==> config.mk <==
export PLATFORM = sky130hd
export DESIGN_NAME = xml_entity_unescape
export DESIGN_NICKNAME = d
export VERILOG_FILES = /design/src/rtl/core/xeu_pkg.sv /design/src/rtl/core/xml_entity_unescape.sv /design/src/rtl/core/xeu_front.sv /design/src/rtl/core/xeu_queue.sv /design/src/rtl/core/xeu_back.sv
export SDC_FILE = /design/constraint.sdc
export NUM_CORES = 1
export LEC_CHECK = 0
export BUFFER_PORTS_ARGS = -buffer_cell sky130_fd_sc_hd__clkbuf_2
export CAP_MARGIN = 30
export CORE_UTILIZATION = 45
export DETAILED_ROUTE_END_ITERATION = 8
export GPL_TIMING_DRIVEN = 1
export PLACE_DENSITY_LB_ADDON = 0.05
export SLEW_MARGIN = 0
export SYNTH_ARGS = -nofsm -noshare
export SYNTH_HDL_FRONTEND = slang
export SYNTH_SLANG_ARGS = --single-unit
==> constraint.sdc <==
create_clock -name clk -period 4.8 [get_ports clk]
set_input_delay 0.24 -clock clk [delete_from_list [all_inputs] [get_ports clk]]
set_output_delay 0.24 -clock clk [all_outputs]
set_load 0.02 [all_outputs]
==> src/rtl/core/xeu_pkg.sv <==
// Shared types, entity tables and match function for the XML entity unescaper.
package xeu_pkg;

  localparam int NUM_ENT  = 5;
  localparam int ENT_MAX  = 6;
  localparam int PEND_MAX = 5;

  localparam logic [7:0] AMP = 8'h26;

  localparam logic [7:0] ENT_TEXT [NUM_ENT][ENT_MAX] = '{
    '{8'h26, 8'h71, 8'h75, 8'h6F, 8'h74, 8'h3B},
    '{8'h26, 8'h6C, 8'h74, 8'h3B, 8'h00, 8'h00},
    '{8'h26, 8'h67, 8'h74, 8'h3B, 8'h00, 8'h00},
    '{8'h26, 8'h61, 8'h70, 8'h6F, 8'h73, 8'h3B},
    '{8'h26, 8'h61, 8'h6D, 8'h70, 8'h3B, 8'h00}
  };
  localparam logic [2:0] ENT_LEN [NUM_ENT] = '{3'd6, 3'd4, 3'd4, 3'd6, 3'd5};
  localparam logic [7:0] ENT_CHAR [NUM_ENT] = '{8'h22, 8'h3C, 8'h3E, 8'h27, 8'h26};

  typedef logic [PEND_MAX-1:0][7:0] pend_t;

  typedef struct packed {
    logic [7:0] in_byte;
    logic       in_last;
  } in_t;

  typedef struct packed {
    logic [7:0] out_byte;
    logic       out_last;
  } out_t;

  // One request for the back end: the first flush_cnt held bytes, then an
  // optional tail byte.
  typedef struct packed {
    pend_t      pend;
    logic [2:0] flush_cnt;
    logic       has_tail;
    logic [7:0] tail;
    logic       last;
  } cmd_t;

  typedef struct packed {
    logic       hit;
    logic       prefix;
    logic [7:0] chr;
  } match_t;

  // Compares the held bytes plus the new byte against every entity.
  function automatic match_t classify(input pend_t pend, input logic [2:0] cnt,
                                      input logic [7:0] b);
    logic [7:0] cand [ENT_MAX];
    logic [2:0] len;
    logic       eq;
    match_t     m;
    m   = '0;
    len = cnt + 3'd1;
    for (int i = 0; i < ENT_MAX; i++) begin
      if (i < PEND_MAX && 3'(i) < cnt) begin
        cand[i] = pend[i];
      end else if (3'(i) == cnt) begin
        cand[i] = b;
      end else begin
        cand[i] = 8'h00;
      end
    end
    for (int e = NUM_ENT - 1; e >= 0; e--) begin
      eq = (len <= ENT_LEN[e]);
      for (int i = 0; i < ENT_MAX; i++) begin
        if (3'(i) < len && cand[i] != ENT_TEXT[e][i]) begin
          eq = 1'b0;
        end
      end
      if (eq) begin
        if (len == ENT_LEN[e]) begin
          m.hit = 1'b1;
          m.chr = ENT_CHAR[e];
        end else begin
          m.prefix = 1'b1;
        end
      end
    end
    return m;
  endfunction

endpackage

==> src/rtl/core/xml_entity_unescape.sv <==
// Streaming XML predefined-entity unescaper: replaces &quot; &lt; &gt; &apos; and &amp;
// with their characters in a single left-to-right pass, one text byte per request.
// Input requests are taken at one per cycle while in_full is low; each is classified
// in the cycle it arrives and leaves at most one request in a queue of QUEUE_DEPTH
// entries. The result side delivers one byte per cycle in which out_pop is high, so an
// input byte yields one output byte, a failed partial match up to six (the held bytes
// plus the new one); in_full rises only when that queue fills behind a stalled or
// busy result side. A byte that only extends a partial match produces no result.
module xml_entity_unescape #(
  parameter int QUEUE_DEPTH = 4
) (
  input  logic          clk,
  input  logic          rst_n,
  input  logic          in_push,
  output logic          in_full,
  input  xeu_pkg::in_t  in_data,
  output logic          out_empty,
  input  logic          out_pop,
  output xeu_pkg::out_t out_data
);

  logic          accept;
  logic          cmd_valid;
  xeu_pkg::cmd_t cmd;
  logic          q_empty;
  logic          head_done;
  xeu_pkg::cmd_t head;

  assign accept = in_push && !in_full;

  xeu_front u_front (
    .clk       (clk),
    .rst_n     (rst_n),
    .accept    (accept),
    .in_data   (in_data),
    .cmd_valid (cmd_valid),
    .cmd       (cmd)
  );

  xeu_queue #(
    .DEPTH (QUEUE_DEPTH)
  ) u_queue (
    .clk     (clk),
    .rst_n   (rst_n),
    .wr_en   (cmd_valid),
    .wr_data (cmd),
    .full    (in_full),
    .rd_en   (head_done),
    .empty   (q_empty),
    .rd_data (head)
  );

  xeu_back u_back (
    .clk        (clk),
    .rst_n      (rst_n),
    .head_empty (q_empty),
    .head       (head),
    .head_done  (head_done),
    .out_empty  (out_empty),
    .out_pop    (out_pop),
    .out_data   (out_data)
  );

endmodule

==> src/rtl/core/xeu_front.sv <==
// Front end: holds the partial entity match and turns input bytes into requests.
module xeu_front (
  input  logic          clk,
  input  logic          rst_n,
  input  logic          accept,
  input  xeu_pkg::in_t  in_data,
  output logic          cmd_valid,
  output xeu_pkg::cmd_t cmd
);

  xeu_pkg::pend_t pend_r, pend_nxt;
  logic [2:0]     cnt_r, cnt_nxt;
  xeu_pkg::match_t m;
  logic [7:0]     b;
  logic           last;

  assign b    = in_data.in_byte;
  assign last = in_data.in_last;
  assign m    = xeu_pkg::classify(pend_r, cnt_r, b);

  always_comb begin
    pend_nxt      = pend_r;
    cnt_nxt       = cnt_r;
    cmd.pend      = pend_r;
    cmd.flush_cnt = 3'd0;
    cmd.has_tail  = 1'b0;
    cmd.tail      = b;
    cmd.last      = last;
    if (cnt_r != 3'd0 && m.hit) begin
      cnt_nxt      = 3'd0;
      cmd.has_tail = 1'b1;
      cmd.tail     = m.chr;
    end else if (cnt_r != 3'd0 && m.prefix && cnt_r < 3'(xeu_pkg::PEND_MAX)) begin
      if (last) begin
        // The string ends inside a partial match: everything goes out as is.
        cnt_nxt       = 3'd0;
        cmd.flush_cnt = cnt_r;
        cmd.has_tail  = 1'b1;
      end else begin
        for (int i = 0; i < xeu_pkg::PEND_MAX; i++) begin
          if (3'(i) == cnt_r) begin
            pend_nxt[i] = b;
          end
        end
        cnt_nxt = cnt_r + 3'd1;
      end
    end else begin
      cmd.flush_cnt = cnt_r;
      if (b != xeu_pkg::AMP || last) begin
        cnt_nxt      = 3'd0;
        cmd.has_tail = 1'b1;
      end else begin
        pend_nxt[0] = b;
        cnt_nxt     = 3'd1;
      end
    end
  end

  assign cmd_valid = accept && (cmd.flush_cnt != 3'd0 || cmd.has_tail);

  always_ff @(posedge clk) begin
    if (!rst_n) begin
      cnt_r <= 3'd0;
    end else if (accept) begin
      cnt_r <= cnt_nxt;
    end
  end

  always_ff @(posedge clk) begin
    if (accept) begin
      pend_r <= pend_nxt;
    end
  end

endmodule

==> src/rtl/core/xeu_queue.sv <==
// Short request queue between the front and back ends.
module xeu_queue #(
  parameter int DEPTH = 4
) (
  input  logic          clk,
  input  logic          rst_n,
  input  logic          wr_en,
  input  xeu_pkg::cmd_t wr_data,
  output logic          full,
  input  logic          rd_en,
  output logic          empty,
  output xeu_pkg::cmd_t rd_data
);

  localparam int PW = (DEPTH > 1) ? $clog2(DEPTH) : 1;
  localparam int CW = $clog2(DEPTH + 1);

  xeu_pkg::cmd_t mem [DEPTH];
  logic [PW-1:0] wr_ptr_r, wr_ptr_nxt;
  logic [PW-1:0] rd_ptr_r, rd_ptr_nxt;
  logic [CW-1:0] count_r, count_nxt;
  logic          do_wr, do_rd;

  assign full    = (count_r == CW'(DEPTH));
  assign empty   = (count_r == '0);
  assign do_wr   = wr_en && !full;
  assign do_rd   = rd_en && !empty;
  assign rd_data = mem[rd_ptr_r];

  always_comb begin
    wr_ptr_nxt = wr_ptr_r;
    rd_ptr_nxt = rd_ptr_r;
    count_nxt  = count_r;
    if (do_wr) begin
      wr_ptr_nxt = (wr_ptr_r == PW'(DEPTH - 1)) ? '0 : wr_ptr_r + PW'(1);
    end
    if (do_rd) begin
      rd_ptr_nxt = (rd_ptr_r == PW'(DEPTH - 1)) ? '0 : rd_ptr_r + PW'(1);
    end
    if (do_wr && !do_rd) begin
      count_nxt = count_r + CW'(1);
    end else if (do_rd && !do_wr) begin
      count_nxt = count_r - CW'(1);
    end
  end

  always_ff @(posedge clk) begin
    if (!rst_n) begin
      wr_ptr_r <= '0;
      rd_ptr_r <= '0;
      count_r  <= '0;
    end else begin
      wr_ptr_r <= wr_ptr_nxt;
      rd_ptr_r <= rd_ptr_nxt;
      count_r  <= count_nxt;
    end
  end

  always_ff @(posedge clk) begin
    if (do_wr) begin
      mem[wr_ptr_r] <= wr_data;
    end
  end

endmodule

==> src/rtl/core/xeu_back.sv <==
// Back end: walks through one request and presents its bytes one per pop.
module xeu_back (
  input  logic          clk,
  input  logic          rst_n,
  input  logic          head_empty,
  input  xeu_pkg::cmd_t head,
  output logic          head_done,
  output logic          out_empty,
  input  logic          out_pop,
  output xeu_pkg::out_t out_data
);

  logic [2:0] idx_r, idx_nxt;
  logic [2:0] total;
  logic       at_end;

  assign total     = head.flush_cnt + {2'b00, head.has_tail};
  assign at_end    = (idx_r == total - 3'd1);
  assign out_empty = head_empty;
  assign head_done = out_pop && !head_empty && at_end;

  always_comb begin
    out_data.out_byte = head.tail;
    if (idx_r < head.flush_cnt) begin
      out_data.out_byte = head.pend[idx_r];
    end
    out_data.out_last = head.last && at_end;
  end

  always_comb begin
    idx_nxt = idx_r;
    if (out_pop && !head_empty) begin
      idx_nxt = at_end ? 3'd0 : idx_r + 3'd1;
    end
  end

  always_ff @(posedge clk) begin
    if (!rst_n) begin
      idx_r <= 3'd0;
    end else begin
      idx_r <= idx_nxt;
    end
  end

endmodule
==> flow_metrics.tcl, run 1 <==
set metrics [dict create \
    status "completed" \
    synth_top_area_cell "edfxtp_1" \
    routed_via_density 6.041 \
    cts_sinks 267 \
    synth_cell_types 86 \
    syn_area_um2 11740 \
    root_buffer "clkbuf_16" \
    core_um2 25400 \
    r2r_slack_ns 0.26 \
    power.share.combinational_pct 17.3 \
    cp-end-kind "register" \
    drc 0 \
    overflow 0 \
    switching_share_pct 25.86 \
    drt_iter0_drc 655 \
    grt_pass1_vias 6888 \
    ys_ff_latch 267 \
    skew_ns 0.01646 \
    rsz0062_at_grt "false" \
    fmax_ghz 0.2205 \
    min_from "in_data[0]" \
    ys_seq_area_share_pct 66.99 \
    max_slew_margin_pct 45.83 \
    finalSetupViolCount 0 \
    grt_use_total_pct 22.99 \
    placementRows 58 \
    final_common_cell "edfxtp_1" \
    intPower_mw 4.402 \
    antenna_cells 0 \
    worst_pin_slew_ns 0.8126 \
    synth.avg_cell_area_um2 16.97 \
    start_util_pct 46.24 \
    finalCriticalPeriod_ns 4.536 \
    hold_viol_final 0 \
    cp.required_ns 5.27 \
    final.period_utilization_pct 94.50 \
    fin_ws_ns 0.2641 \
    clockPowerShare_pct 35.0 \
    synthTopCellsByArea "edfxtp_1 (64%), mux4_2 (12%), dfxtp_1 (2.6%)" \
    clkLatencyLatePin_ns 0.55 \
    hpwl_um 19660 \
    vias 6621 \
    grt_max_degree 50 \
    critical_path_class "reg -> reg" \
    p_switching_mw 1.536 \
    worst_hold_path.endpoint "u_queue.mem[2][0]" \
    min_path_type "in -> reg" \
    clk_path_buf_depth 3 \
    die_x_um 163.5 \
    whs_path_depth 1 \
    final_cell_mix "edfxtp_1 (252), mux4_2 (61), buf_4 (31)" \
    p_leak_nw 4.310 \
    wl_um 29260 \
    drive_gt1_share_pct 25.33 \
    firstDrtPassIters 5 \
    ys.warnings.count 0 \
    ys.flop_type "edfxtp_1" \
    p_per_area_nw_per_um2 445.0 \
    die_h_um 163.5 \
    cts_buffers 29 \
    htreeDepth 1 \
    p_seq_share_pct 47.7 \
    port_buffers 23 \
    grt_pass1_wl_um 44480 \
    postSynthCellCount 692 \
    wl_per_cell_um 26.69 \
    synth_edf_count 252 \
    crit_arrival_ns 5.00 \
    nNetsFinal 779 \
    die_area_um2 26750 \
    worstRegToRegCells 16 \
    r2r_start "u_front.cnt_r[1]" \
    pre_cts_ws_ns 0.1580 \
    drv_slew 0 \
    start_kind "register" \
    ant_nets 0 \
    gp_congestion 0.9637 \
    maxCapViolCount 0 \
    ios 24 \
    antenna_found_initial 0 \
    setup_tns_ns 0 \
    async_reset_ff_share_pct 0 \
    areaGrowthSynthToFinish_pct 13.62 \
    cts_tree "done" \
    irDropWorstVdd_uv 294.0 \
    cp_max_fo 16 \
    yosysTopAreaCellShare_pct 64.44 \
    clkTransAtPathRegs_ns 0.06 \
    worstReg2RegEnd "u_queue.count_r[2]" \
    startpoint "u_front.cnt_r[1]" \
    synth_nets 723 \
]
[power groups by stage]
stage	Clock (mW)	Combinational (mW)	Sequential, mW
final	2.08	1.03	2.83
after global routing	2.22	1.12	2.85
after CTS	2.13	1.07	2.83
after detailed placement	0	1.06	2.88
after global placement	0	1.05	2.86
after floorplan	0	0.700	2.86
[Yosys cell counts (5+ instances only)]
| cell | n |
|---|---|
| a21oi_1 | 12 |
| and2_1 | 15 |
| and3_1 | 6 |
| buf_1 | 5 |
| buf_2 | 9 |
| clkbuf_1 | 16 |
| dfxtp_1 | 15 |
| edfxtp_1 | 252 |
| ha_1 | 17 |
| inv_1 | 25 |
| mux2_2 | 10 |
| mux2i_1 | 6 |
| mux4_2 | 61 |
| nand2_1 | 29 |
| nand2b_1 | 8 |
| nand3_1 | 17 |
| nand3b_1 | 6 |
| nand4b_1 | 7 |
| nor2_1 | 18 |
| nor2b_1 | 6 |
| nor3_1 | 7 |
| nor4_1 | 11 |
| o211ai_1 | 6 |
| o21a_1 | 5 |
| o21ai_0 | 19 |
| xor2_1 | 5 |
[final cells by class]
type,instances,area [µm²]
Sequential cell,267,7873
Fill cell,2103,12060
Clock inverter,12,126.4
Inverter,26,101.3
Timing Repair Buffer,60,449.2
Multi-Input combinational cell,364,3625
Tap cell,330,412.9
Clock buffer,37,755.7
[state kept, by name (all words and copies together) (netlist names), named ones only]
signal / cells
u_back.idx_r: 3
u_front.cmd: 40
u_front.cnt_r: 3
u_queue.count_r: 3
u_queue.mem: 212
u_queue.wr_ptr_r: 2
u_queue.rd_ptr_r: 2
[what timing repair did]
item / 4_1_cts / 5_1_grt
gates resized for setup: 0 / 4
hold endpoints to repair: 2 / 0
hold buffers: 1 / 0
endpoints found under the setup margin: 0 / 1
setup buffers: 0 / 1
[kinds of logic after synthesis]
family	synth area share, %
AOI/OAI and AO/OA	5.966
xor gates and xnor gates	0.6606
adders and majority gates	1.982
buffers and inverters	2.376
DFF	66.99
muxes	13.17
and+or+nand+nor	8.854
[how the worst max path moves through the flow]
stage          slack, ns                  to
2_1_floorplan       0.14   u_queue.mem[3][0]
3_5_place_dp        0.16  u_queue.count_r[2]
6_report            0.26  u_queue.count_r[2]
4_1_cts             0.13  u_queue.count_r[2]
5_1_grt           0.0008  u_queue.count_r[2]
3_3_place_gp        0.09  u_queue.count_r[2]
[critical path: stages (launching register included)]
cell	delay, ns
dfxtp_1	0.49
buf_4	0.29
and4bb_2	0.27
nor2_1	0.26
mux2i_2	0.24
buf_4	0.16
or4b_1	0.51
nor3_2	0.25
a311oi_2	0.08
and2b_4	0.23
a31oi_4	0.28
ha_1	0.25
inv_1	0.07
fa_1	0.43
xor2_1	0.18
or3_1	0.30
a21oi_1	0.14
[metal layers]
metal / up-vias / wire, µm / track usage, %
met3: 51 / 1342 / 3.860
met5: - / 0 / 0
met1: 3468 / 13340 / 32.97
met4: 0 / 697 / 5.976
li1: 2922 / - / -
met2: 180 / 13870 / 36.44
[stage by stage]
step	area, µm²	util, %	power, mW	hold WS [ns]	std cells
floorplan	11740	-	3.556	0.3389	692
finish	13340	52.53	5.938	0.07462	1096
global placement	12430	48.92	3.914	0.4777	1045
global route	13340	52.53	6.186	0.06846	1096
CTS	13320	52.43	6.026	0.04525	1095
detailed placement	12430	48.92	3.943	0.5091	1045
(Power assumes the default switching activity.)
==> inputs of run 2 (changes only) <==
Settings changed: CELL_PAD_IN_SITES_DETAIL_PLACEMENT from default to 2, CELL_PAD_IN_SITES_GLOBAL_PLACEMENT from default to 2, CORE_UTILIZATION 45 to 43.
==> flow_metrics.tcl, run 2 (same netlist as run 1, synthesis figures left out) <==
set metrics [dict create \
    status "completed" \
    final_common_cell "edfxtp_1" \
    ant_nets 0 \
    overflow 0 \
    pre_cts_ws_ns 0.1120 \
    cp.required_ns 5.28 \
    clkTransAtPathRegs_ns 0.06 \
    cp-end-kind "register" \
    min_path_type "in -> reg" \
    nNetsFinal 768 \
    fin_ws_ns 0.2775 \
    place_area_um2 12380 \
    fin_cells 1100 \
    start_kind "register" \
    regMostFlops "u_queue.mem" \
    stdcell_area_um2 13380 \
    hold-worst-slack_ns 0.02920 \
    cts_tree "done" \
    utilization_pct 49.79 \
    cts_buffers 29 \
    drive_gt1_share_pct 24.64 \
    grt_use_met1_pct 33.15 \
    htreeDepth 1 \
    irDropWorstVdd_uv 277.6 \
    port_buffers 23 \
    intPower_mw 4.514 \
    grt_max_degree 54 \
    rsz0062_at_grt "false" \
    grt_use_total_pct 24.83 \
    cts_sinks 267 \
    finalCriticalPeriod_ns 4.523 \
    maxCapViolCount 0 \
    nFillCells 2461 \
    antenna_cells 0 \
    start_util_pct 43.70 \
    clk_path_buf_depth 3 \
    drv_slew 0 \
    vias 6708 \
    switching_share_pct 26.54 \
    ios 24 \
    root_buffer "clkbuf_16" \
    post_cts_buffers 0 \
    worst_pin_slew_ns 0.9079 \
    wl_per_cell_um 30.59 \
    setup_tns_ns 0 \
    placementRows 60 \
    hold_viol_final 0 \
    firstDrtPassIters 5 \
    r2r_slack_ns 0.28 \
    final.period_utilization_pct 94.22 \
    grt_pass1_vias 7566 \
    clockPowerShare_pct 36.4 \
    routed_via_density 6.098 \
    finalSetupViolCount 0 \
    die_h_um 167.3 \
    top_usage_layer "met2" \
    die_x_um 167.3 \
    gp_congestion 0.9349 \
    dpl.cell_count 1045 \
    p_switching_mw 1.631 \
    clkLatencyLatePin_ns 0.56 \
    hpwl_um 22670 \
    max_slew_margin_pct 39.47 \
    grt_pass1_wl_um 50320 \
    drc 0 \
    grtUsageMet3_pct 2.529 \
    power.share.combinational_pct 17.2 \
    largest_reg_flops 212 \
    grt_util_met2_pct 43.53 \
    wl_um 33650 \
    areaGrowthSynthToFinish_pct 13.94 \
    final_cell_mix "edfxtp_1 (252), mux4_2 (61), nand2_1 (29), clkbuf_16 (29), inv_1 (25)" \
    p_seq_share_pct 46.4 \
    core_um2 26880 \
    fmax_ghz 0.2211 \
    drt_iter0_drc 541 \
    cp_max_fo 26 \
    antenna_found_initial 0 \
    die_area_um2 27980 \
    skew_ns 0.01252 \
    p_leak_nw 4.282 \
    crit_arrival_ns 5.00 \
    power.total_mw 6.145 \
    p_per_area_nw_per_um2 459.3 \
    critical_path_class "reg -> reg" \
]
[run 2: power groups by stage]
stage                     combinational [mW]  clock (mW)  sequential [mW]
after floorplan                        0.700           0             2.86
after global placement                  1.04           0             2.87
after detailed placement                1.08           0             2.90
after CTS                               1.09        2.29             2.85
after global routing                    1.14        2.35             2.87
final                                   1.06        2.24             2.85
[run 2: what timing repair did]
action                                  in CTS  in global routing
hold buffers                                 2                  0
gates resized for setup                      0                  4
hold endpoints to repair                     3                  0
endpoints found under the setup margin       0                  1
[run 2: metal layers]
layer	vias to the layer above	part of all wire, %	routed length, µm
met1	3590	43	14470
met2	169	51	17160
met3	49	3.9	1309
met5	-	0	0
met4	0	2.1	709
li1	2900	-	-
[run 2: worst paths after layout]
check                      start                   to  depth (start not counted)
max             u_front.cnt_r[1]   u_queue.count_r[2]                         17
min                   in_data[1]      u_front.cmd[45]                          1
max reg2reg     u_front.cnt_r[1]   u_queue.count_r[2]                         17
min reg2reg  u_queue.wr_ptr_r[1]  u_queue.wr_ptr_r[1]                          2
[run 2: cell type report]
class                      instances  area (µm²)  share of cell area [%]
timing repair buffer              49       390.4                   2.918
sequential                       267        7874                   58.85
clock buffer                      34       744.5                   5.564
clock inverter                    19       215.2                   1.608
tap                              341       426.7                   3.189
multi-input combinational        364        3632                   27.15
inverter                          26       97.59                  0.7294
[run 2: critical path: stages, from the launching register on]
cell      delay (ns)
dfxtp_1         0.49
buf_12          0.22
ha_1            0.33
nand2b_1        0.14
nor4b_2         0.42
buf_4           0.21
o22ai_1         0.11
a22oi_1         0.31
and3_1          0.24
a311oi_2        0.07
and2b_4         0.24
a31oi_4         0.29
ha_1            0.25
inv_1           0.07
fa_1            0.43
xor2_1          0.18
or3_1           0.31
a21oi_1         0.15
==> inputs of run 3 (changes only) <==
Settings changed: HOLD_SLACK_MARGIN from default to 0.12.
==> flow_metrics.tcl, run 3 (same netlist as run 1, synthesis figures left out) <==
set metrics [dict create \
    cts_tree "done" \
    irDropWorstVdd_uv 278.7 \
    fin_ws_ns 0.2901 \
    cp-end-kind "register" \
    port_buffers 23 \
    clk_path_buf_depth 3 \
    routed_via_density 6.080 \
    start_util_pct 43.70 \
    status "completed" \
    cp_max_fo 8 \
    drive_gt1_share_pct 24.54 \
    min_path_type "in -> reg" \
    clkTransAtPathRegs_ns 0.06 \
    final_common_cell "edfxtp_1" \
    skew_ns 0.01078 \
    wl_per_cell_um 30.44 \
    die_area_um2 27980 \
    drc 0 \
    vias 6712 \
    cts_sinks 267 \
    final_cell_mix "edfxtp_1 (252), mux4_2 (61), nand2_1 (29), clkbuf_16 (29), inv_1 (25)" \
    htreeDepth 1 \
    drt_iter0_drc 523 \
    cts_buffers 29 \
    finalCriticalPeriod_ns 4.510 \
    root_buffer "clkbuf_16" \
    max_slew_margin_pct 39.77 \
    largest_reg_flops 212 \
    die_x_um 167.3 \
    utilization_pct 49.91 \
    die_h_um 167.3 \
    wl_um 33600 \
    p_per_area_nw_per_um2 458.4 \
    hpwl_um 22670 \
    finalSetupViolCount 0 \
    hold_viol_final 0 \
    crit_arrival_ns 4.99 \
    whs_path_depth 1 \
    gp_congestion 0.9349 \
    dpl.cell_count 1045 \
    fin_cells 1104 \
    clkLatencyLatePin_ns 0.56 \
    rsz0062_at_grt "false" \
    grt_pass1_vias 7561 \
    grt_pass1_wl_um 50310 \
    core_um2 26880 \
    worst_pin_slew_ns 0.9034 \
    fmax_ghz 0.2217 \
    firstDrtPassIters 4 \
    drv_slew 0 \
    overflow 0 \
    grt_max_degree 54 \
    worstRegToRegCells 16 \
    cp.required_ns 5.28 \
    regMostFlops "u_queue.mem" \
    ios 24 \
    p_leak_nw 4.294 \
    placementRows 60 \
    nNetsFinal 771 \
    antenna_found_initial 0 \
    nFillCells 2461 \
    maxCapViolCount 0 \
    setup_tns_ns 0 \
    ant_nets 0 \
    grt_use_total_pct 24.83 \
    pre_cts_ws_ns 0.1120 \
    start_kind "register" \
    critical_path_class "reg -> reg" \
    final.period_utilization_pct 93.96 \
    areaGrowthSynthToFinish_pct 14.21 \
]
run 3: layer usage:
metal / share of wire (%) / up-vias / routed length (µm) / GRT usage, %
li1: - / 2911 / - / -
met1: 43 / 3592 / 14560 / 33.15
met2: 51 / 155 / 17080 / 43.51
met5: 0 / - / 0 / 0
met3: 3.6 / 54 / 1207 / 2.529
met4: 2.2 / 0 / 750 / 6.542
run 3: power by group:
| part | switching, mW | internal (mW) | total [mW] |
|---|---|---|---|
| logic | 0.632 | 0.430 | 1.06 |
| registers | 0.0892 | 2.76 | 2.85 |
| clock network | 0.912 | 1.33 | 2.24 |
| total | 1.63 | 4.52 | 6.15 |
run 3: timing repair:
item	in CTS	in global routing
hold buffers	5	0
gates resized for setup	0	4
hold endpoints to repair	10	0
buffers inserted	0	0
setup endpoints to repair	0	1
run 3: metrics by stage:
stage	total power [mW]	area (µm²)	hold WS [ns]
2_1_floorplan	3.556	11740	0.3389
3_3_place_gp	3.909	12380	0.4833
3_5_place_dp	3.979	12380	0.5208
4_1_cts	6.229	13390	0.1422
5_1_grt	6.358	13410	0.1379
6_report	6.149	13410	0.1529
run 3: worst paths after layout:
path	slack (ns)	to	start
max	0.29	u_queue.count_r[2]	u_front.cnt_r[1]
min reg2reg	0.53	u_queue.wr_ptr_r[1]	u_queue.wr_ptr_r[1]
max reg2reg	0.29	u_queue.count_r[2]	u_front.cnt_r[1]
min	0.15	u_front.cmd[43]	in_data[7]
run 3: worst max-delay path: stages, from the launching register on:
cell	delay (ns)
dfxtp_1	0.39
inv_1	0.17
ha_1	0.36
nor3b_1	0.47
a32oi_1	0.11
o31ai_1	0.40
o311a_1	0.29
a32o_1	0.20
a311oi_2	0.14
and2b_4	0.24
a31oi_4	0.29
ha_1	0.25
inv_1	0.07
fa_1	0.43
xor2_1	0.18
or3_1	0.31
a21oi_1	0.15
run 3: area by class of cell:
type                            instances  area [µm²]  area share (%)
Clock buffer                           34       744.5           5.550
Clock inverter                         19       215.2           1.604
Inverter                               26       97.59          0.7276
Sequential cell                       267        7874           58.70
Antenna cell                            1       2.502         0.01866
Timing Repair Buffer                   52       420.4           3.134
Tap cell                              341       426.7           3.181
Multi-Input combinational cell        364        3632           27.08
